**src/hdl/kti_pkg.sv**
```systemverilog
// Package for the keyframe track interpolator: field widths, request and
// status codes, and the state types of the sequencer and the lerp unit.
// No dependencies.
package kti_pkg;

   localparam int DEF_MAX_KEYS     = 32;
   localparam int DEF_CHANNEL_BITS = 24;

   localparam int KEY_TIME_BITS    = 10;
   localparam int FRAC_BITS        = 8;
   localparam int EVAL_TIME_BITS   = KEY_TIME_BITS + FRAC_BITS;
   localparam int INDEX_BITS       = 5;
   localparam int COUNT_OUT_BITS   = 6;
   localparam int NUM_CH           = 6;
   localparam int CH_SEL_BITS      = 3;

   localparam logic [1:0] REQ_INSERT = 2'd0;
   localparam logic [1:0] REQ_DELETE = 2'd1;
   localparam logic [1:0] REQ_EVAL   = 2'd2;
   localparam logic [1:0] REQ_NONE   = 2'd3;

   localparam logic [1:0] STAT_OK        = 2'd0;
   localparam logic [1:0] STAT_FULL      = 2'd1;
   localparam logic [1:0] STAT_BAD_INDEX = 2'd2;
   localparam logic [1:0] STAT_FEW_KEYS  = 2'd3;

   typedef enum logic [3:0] {
      ST_IDLE,
      ST_INS_SCAN,
      ST_INS_DECIDE,
      ST_INS_SHIFT,
      ST_INS_WRITE,
      ST_DEL_CHECK,
      ST_DEL_MOVE,
      ST_EV_SCAN,
      ST_EV_CLASS,
      ST_EV_GET_A,
      ST_EV_GET_B,
      ST_EV_CALC,
      ST_EV_WAIT,
      ST_FINISH
   } ctl_state_type;

   typedef enum logic [2:0] {
      L_IDLE,
      L_MUL,
      L_PREP,
      L_DIV,
      L_OUT
   } lerp_state_type;

endpackage

```
**src/hdl/kti_lerp.sv**
```systemverilog
// Lerp unit: a + round((b - a) * num / den), one multiply then a
// restoring divide one quotient bit per cycle. Depends on kti_pkg.
module kti_lerp import kti_pkg::*; #(
   parameter int CHANNEL_BITS = DEF_CHANNEL_BITS
) (
   input  logic                              clock,
   input  logic                              reset,
   input  logic                              start,
   input  logic signed [CHANNEL_BITS-1:0]    a_val,
   input  logic signed [CHANNEL_BITS-1:0]    b_val,
   input  logic [EVAL_TIME_BITS-1:0]         num,
   input  logic [EVAL_TIME_BITS-1:0]         den,
   output logic                              done,
   output logic signed [CHANNEL_BITS-1:0]    result
);
   localparam int DW  = CHANNEL_BITS + 1;
   localparam int PW  = DW + EVAL_TIME_BITS + 1;
   localparam int NW  = PW + 2;
   localparam int QW  = CHANNEL_BITS + 2;
   localparam int RW  = NW - QW + 1;
   localparam int SW  = $clog2(QW + 1);

   lerp_state_type      state_ff, state_in;
   logic signed [PW-1:0] p_ff;
   logic [RW-1:0]       rem_ff;
   logic [QW-1:0]       lo_ff;
   logic                neg_ff;
   logic [SW-1:0]       step_ff;

   logic signed [DW-1:0] diff;
   logic signed [NW-1:0] n_val;
   logic [NW-1:0]        n_mag;
   logic [RW-1:0]        trial;
   logic [RW-1:0]        dvs;
   logic                 fits;
   logic [QW:0]          q_mag;
   logic signed [QW:0]   q_signed;
   logic signed [QW:0]   sum;

   assign diff  = DW'(b_val) - DW'(a_val);
   assign n_val = (NW'(p_ff) <<< 1) + NW'(signed'({1'b0, den}));
   assign n_mag = n_val[NW-1] ? NW'(-n_val) : NW'(n_val);
   assign trial = {rem_ff[RW-2:0], lo_ff[QW-1]};
   assign dvs   = RW'({den, 1'b0});
   assign fits  = (trial >= dvs);
   assign q_mag = (QW+1)'(lo_ff) + (QW+1)'(neg_ff && (rem_ff != '0));
   assign q_signed = neg_ff ? -signed'(q_mag) : signed'(q_mag);
   assign sum   = (QW+1)'(a_val) + q_signed;

   always_comb begin
      state_in = state_ff;
      unique case (state_ff)
         L_IDLE: if (start) state_in = L_MUL;
         L_MUL:  state_in = L_PREP;
         L_PREP: state_in = L_DIV;
         L_DIV:  if (step_ff == SW'(QW - 1)) state_in = L_OUT;
         L_OUT:  state_in = L_IDLE;
         default: state_in = L_IDLE;
      endcase
   end

   always_comb begin
      done   = (state_ff == L_OUT);
      result = sum[CHANNEL_BITS-1:0];
   end

   always_ff @(posedge clock) begin
      if (reset) begin
         state_ff <= L_IDLE;
      end else begin
         state_ff <= state_in;
      end
      unique case (state_ff)
         L_MUL: begin
            p_ff <= diff * signed'({1'b0, num});
         end
         L_PREP: begin
            neg_ff  <= n_val[NW-1];
            rem_ff  <= RW'(n_mag[NW-1:QW]);
            lo_ff   <= n_mag[QW-1:0];
            step_ff <= '0;
         end
         L_DIV: begin
            rem_ff  <= fits ? (trial - dvs) : trial;
            lo_ff   <= {lo_ff[QW-2:0], fits};
            step_ff <= step_ff + SW'(1);
         end
         default: begin
         end
      endcase
   end
endmodule
```
**config.mk**
```make
export PLATFORM = sky130hd
export DESIGN_NAME = kti_lerp
export DESIGN_NICKNAME = d
export VERILOG_FILES = /design/src/hdl/kti_pkg.sv /design/src/hdl/kti_lerp.sv
export SDC_FILE = /design/constraint.sdc
export NUM_CORES = 2
export LEC_CHECK = 0
export ABC_AREA = 1
export BUFFER_PORTS_ARGS = -buffer_cell sky130_fd_sc_hd__buf_4
export CORE_ASPECT_RATIO = 0.9
export CORE_MARGIN = 2
export CORE_UTILIZATION = 30
export DETAILED_ROUTE_END_ITERATION = 6
export REMOVE_ABC_BUFFERS = 1
export SLEW_MARGIN = 20
export SYNTH_ARGS = -nofsm -noshare
export SYNTH_HDL_FRONTEND = slang
export SYNTH_SLANG_ARGS = --single-unit
```
**constraint.sdc**
```tcl
create_clock -name clock -period 7.3 [get_ports clock]
set_input_delay 0 -clock clock [delete_from_list [all_inputs] [get_ports clock]]
set_output_delay 0 -clock clock [all_outputs]
set_load 0.03 [all_outputs]
```
Word-level counts from Yosys, hierarchy flattened:

Cells that the tools add are included.

* bits in registers: 100
* output and inout port bits: 25
* input port bits: 87
* logic and storage cells: 37

* eq/ne operators: 7
* $lt $le $gt $ge: 1
* reduce and logical (&&, ||, !) cells: 5
* multiply operators: 1
* add/sub/neg operators: 8
* muxes and demuxes: 9

Operators by type and width (number)
* case mux 26 bit (2 select lines): 1
* adder 45 x 19 -> 46 bit: 1
* 2-to-1 mux 46 bit: 1
* negator 46 bit: 1
* multiplier 25 x 19 -> 44 bit: 1
* case mux 21 bit (2 select lines): 1
* subtractor 24 x 24 -> 25 bit: 1
* adder 24 x 1 -> 24 bit: 1
* adder 24 bit: 1
* 2-to-1 mux 24 bit: 1
* negator 24 bit: 1
* >= comparator 21 x 19 -> 1 bit: 1
* 2-to-1 mux 21 bit: 1
* nonzero test 21 bit: 1
* subtractor 21 x 19 -> 21 bit: 1
* case mux 3 bit (4 select lines): 1
* case mux 5 bit (2 select lines): 1
* equality test 3 x 2 -> 1 bit, second input constant: 2
* 2-to-1 mux 3 bit: 2
* adder 5 x 1 -> 5 bit, second input constant: 1
* equality test 5 bit, second input constant: 1
* inequality test 2 bit, second input constant: 2
* equality test 3 x 1 -> 1 bit, second input constant: 1
* equality test 3 bit, second input constant: 1
* other kinds (4): 4

Longest topological paths before layout:

* word-level depth: 6
* mapped depth: 40
* mapped depth without buffers: 39

Least setup slack after synthesis:

Ideal clock, no wire load.

* kind: input port to flip-flop
* from: in b_val[0]
* to: reg p_ff[39], data pin
* buffers on the path: 0
* path slack: 329 ps
* setup time: 259 ps
* stages on the path: 32
* arrival time: 6712 ps
* required time: 7041 ps
* path through: inv_1 ha_1 fa_1 o21ai_2 a31oi_2 o21ai_2 a21oi_1 xnor2_2 clkinv_1 nor2_1 fa_1 fa_1 inv_1 fa_1 inv_1 fa_1 fa_1 inv_1 fa_1 inv_1 ha_1 nand2_1 o21ai_0 a21oi_1 o21ai_1 a21boi_0 o21ai_1 nand2_1 nand2_1 nand2_1 nand2_1 xor2_1

* word-level cells in the longest chain between the ends: 2

RTL lines
* start: declaration: RTL line kti_lerp.sv:10 `input logic signed [CHANNEL_BITS-1:0] b_val,`
* subtractor 24 x 24 -> 25 bit: RTL line kti_lerp.sv:40 `assign diff = DW'(b_val) - DW'(a_val);`
* multiplier 25 x 19 -> 44 bit: RTL line kti_lerp.sv:75 `p_ff <= diff * signed'({1'b0, num});`
* end signal: assignment: RTL line kti_lerp.sv:75
* end: declaration: RTL line kti_lerp.sv:24 `logic signed [PW-1:0] p_ff;`

No other way between the ends.
A chain may end at the register's enable or synchronous reset.

Worst setup path after layout:

* from: in a_val[15]
* to: reg p_ff[42], data pin

* word-level cells in the longest chain between the ends: 2

RTL lines
* start: declaration: RTL line kti_lerp.sv:9 `input logic signed [CHANNEL_BITS-1:0] a_val,`
* subtractor 24 x 24 -> 25 bit: RTL line kti_lerp.sv:40
* multiplier 25 x 19 -> 44 bit: RTL line kti_lerp.sv:75

No other way between the ends.

==> summary.txt <==
STATUS
----------------------------------------------------------------------------------------
Run status                                                                  finished, final reports clean

SYNTHESIS
----------------------------------------------------------------------------------------
Netlist area before placement                                                28900 sq um
Cells taking the most area after synthesis                                  fa_1 31%, inv_1 11%, nand2_1 11%
Synthesized netlist cell count                                                      3934
Yosys synthesis warning count                                                          0
Share of synthesized registers carrying an async set or reset                          0
Area share of the largest cell type after synthesis                                0.311
Cell type with the highest aggregate area in the netlist                            fa_1
Number of flops mapped to enable cells by yosys                                       97
Predominant post-synthesis flop cell                                            edfxtp_1
Number of different library cells in the post-synthesis netlist                       57
Proportion of synthesized chip area in sequential cells                            0.103
Average instance area after synthesis                                         7.35 sq um
Flop and latch count out of synthesis                                                100

GLOBAL ROUTE
----------------------------------------------------------------------------------------
Largest net degree at the start of global routing                                     62
Initial antenna violation count                                                        0
Wire length of the first global-routing pass                                148000 microns
Overall global routing resource usage                                              0.191
Vias in the first global route                                                     26600
Aggregate global routing overflow                                                      0

FINISH
----------------------------------------------------------------------------------------
Synth-to-layout area growth                                                        17.7%
Share of final-layout standard cells stronger than drive strength 1                0.153
Util after Layout                                                                  0.355
Area of all placed cells without fillers                                     34000 sq um
Number of nets in the layout                                                        5022

CLOCKING
----------------------------------------------------------------------------------------
Buffer levels on the longest clock path                                                2
Number of buffers created by CTS                                                       9
Reg clk slew, reported paths                                                     0.08 ns
Worst-Skew Late Latency                                                          0.38 ns
TritonCTS clock tree                                                                 yes
Sinks on Clock Net                                                                   100
Cell at the root of the clock tree                                             clkbuf_16
H-tree levels                                                                          3

RUN
----------------------------------------------------------------------------------------
Number of max-cap violations                                                           0

STA
----------------------------------------------------------------------------------------
Time the worst path needs with I/O delays and setup                              6.99 ns
Final Max Slew Viols                                                                   0
Final Hold Viols                                                                       0
Worst clock skew                                                               0.0186 ns
Post-Route Hold Slack                                                          0.0405 ns
Setup violations, final                                                                0
Achievable Freq                                                                0.143 GHz
Worst slew margin relative to its limit                                            0.481
Worst Tran Pin Value                                                            0.777 ns
Setup repair after global routing missed its margin                                  yes
Final period utilization                                                           0.958
Final-layout setup total negative slack                                             0 ns

HOLD PATH
----------------------------------------------------------------------------------------
HP Class                                                                    primary input to flip-flop
Start point of the worst min-delay path                                            start
Worst hold path cell count                                                             5
Hold path endpoint                                                           state_ff[2]

FLOORPLANNING
----------------------------------------------------------------------------------------
Die boundary height                                                          299 microns
Die ar.                                                                      98900 sq um
Horiz. Die Dim                                                               331 microns
Starting utilization of the core area                                              0.301
Core Region                                                                  95900 sq um
Ports                                                                                112
# rows                                                                               108

DETAILED ROUTING
----------------------------------------------------------------------------------------
1st-iter DRT viols                                                                  2110
Post-DRT Antenna Nets                                                                  0
Via density per instance                                                            4.71
Post-Route WL                                                               93800 microns
WL/cell                                                                     16.9 microns
DR DRC count                                                                           0
Drt first pass iters                                                                   6
DR vias                                                                            26200

CRITICAL PATH
----------------------------------------------------------------------------------------
Data arrival, critical path                                                      7.11 ns
Startpoint kind of the worst setup timing path                              primary input
Category of cells accounting for the largest share of critical-path delay    adder cells
Type of the setup path with the least slack                                 primary input to flip-flop
Max stage delay on crit path                                                     0.58 ns
Endpoint of the lowest-slack register-to-register path                         rem_ff[6]
Critical Path Most Common Cell                                                      fa_1
Max stage delay cell, worst path                                                    fa_1
R2R Setup Slk                                                                    3.31 ns
Depth of the worst register-to-register path                                          16
Buffering stage count on the worst path with inverters included                       10
CP Capture Type                                                                flip-flop
Required time at the endpoint of the critical path                               7.42 ns
Largest fanout on the critical path                                                    5
FF-to-FF Start                                                                   p_ff[0]

PLACE
----------------------------------------------------------------------------------------
Number of buffers added on ports                                                     111
Area after detailed placement                                                33500 sq um
Post-DP HPWL                                                                82300 microns
RD Place Congestion                                                                0.960

[metal layers]
layer  vias up  global-route usage  wire length [microns]
met5         -                   0                      0
met4         0              0.0356                   1890
met3       100              0.0192                   5190
met2       751               0.312                  42300
met1     12700               0.276                  44500
li1      12600                   -                      -
[registers in the layout, summed over array words and instances, names as in the netlist]
signal / count
step_ff: 5
rem_ff: 21
lo_ff: 26
state_ff: 3
neg_ff: 1
p_ff: 44
[cell usage in the layout (no fill, tap or decap), types with 9 or more instances in the layout]
cell / count
o211ai_1: 17
nor2_4: 17
or2_2: 40
buf_4: 399
clkbuf_16: 9
o21ai_0: 70
edfxtp_1: 97
o21bai_1: 9
a21oi_2: 17
nand4_1: 30
inv_2: 14
a31oi_1: 12
nand3b_1: 12
clkinv_1: 19
nand2_1: 849
inv_1: 873
buf_12: 17
o21ai_2: 9
xor2_1: 103
nand2_2: 50
o21a_1: 11
nor2_2: 29
xnor2_1: 45
o21ai_1: 24
nand3_1: 203
nor2_1: 423
fa_1: 446
ha_1: 197
nor3_1: 26
nor4_1: 10
nand3_2: 16
a21oi_1: 125
[metrics by stage]
stage               worst slack [ns]  instances
floorplan                      0.182       3855
global placement              -0.178       5536
detailed placement            -0.285       5536
CTS                            0.102       5553
global route                 -0.0231       5555
finish                         0.306       5556
[worst reg2reg max path, stage by stage, from the launching register on]
cell and delay, ns:
edfxtp_1 0.40, ha_1 0.27, fa_1 0.55, nand3_1 0.19, nand2_2 0.09, nand4_1 0.12, nand3_2 0.23, nand2_1 0.18
inv_2 0.06, a21oi_4 0.11, buf_4 0.45, inv_2 0.32, o21bai_4 0.30, nand2_1 0.08, nand2_1 0.05, nand3_1 0.21
o21ai_1 0.13
[cells in the mapped netlist (all sizes together) (2+ instances only)]
cell type	count
o21bai	10
a21boi	7
a21oi	144
o31ai	3
a21o	4
nand3	221
nand3b	12
inv	887
clkbuf	63
nor4	10
ha	201
a31oi	14
nor3b	2
nor2	469
a211oi	2
o211ai	17
buf	16
xnor2	46
edfxtp	97
fa	449
clkinv	20
or3b	2
o21a	11
o21ai	104
xor2	105
nand4	30
nor3	29
nand2	903
dfxtp	3
o221ai	3
or2	42
a31o	2
[kinds of logic after synthesis]
logic type,after synthesis,share of synthesized area
simple gates,1722,0.258
buf+inv,986,0.130
fa+ha+maj,650,0.398
compound gates,325,0.0650
xor+xnor,151,0.0465
flops,100,0.103
[timing repair]
item	4_1_cts	5_1_grt
endpoints found under the setup margin	0	19
buffers inserted	0	3
resized for setup	0	59
hold buffers	1	0
endpoints found under the hold margin	3	0
[layout make-up]
type / count / area, sq um
Antenna cell: 1 / 2.50
Clock buffer: 12 / 246
Multi-Input combinational cell: 2848 / 22400
Timing Repair Buffer: 419 / 3370
Clock inverter: 4 / 31.3
Inverter: 907 / 3410
Sequential cell: 100 / 2970
Fill cell: 10200 / 61900
Tap cell: 1265 / 1580
[worst max-delay path by stage]
stage	startpoint	end	cells past startpoint	slack [ns]
detailed placement	a_val[15]	p_ff[42]	38	-0.29
finish	a_val[15]	p_ff[42]	35	0.31
global placement	a_val[6]	p_ff[37]	37	-0.18
CTS	a_val[15]	p_ff[42]	38	0.10
floorplan	b_val[0]	p_ff[42]	32	0.18
global route	a_val[12]	p_ff[42]	36	-0.02
Power is not shown: default switching activity piles up to over one toggle a cycle in this logic, so the estimate is an artifact.
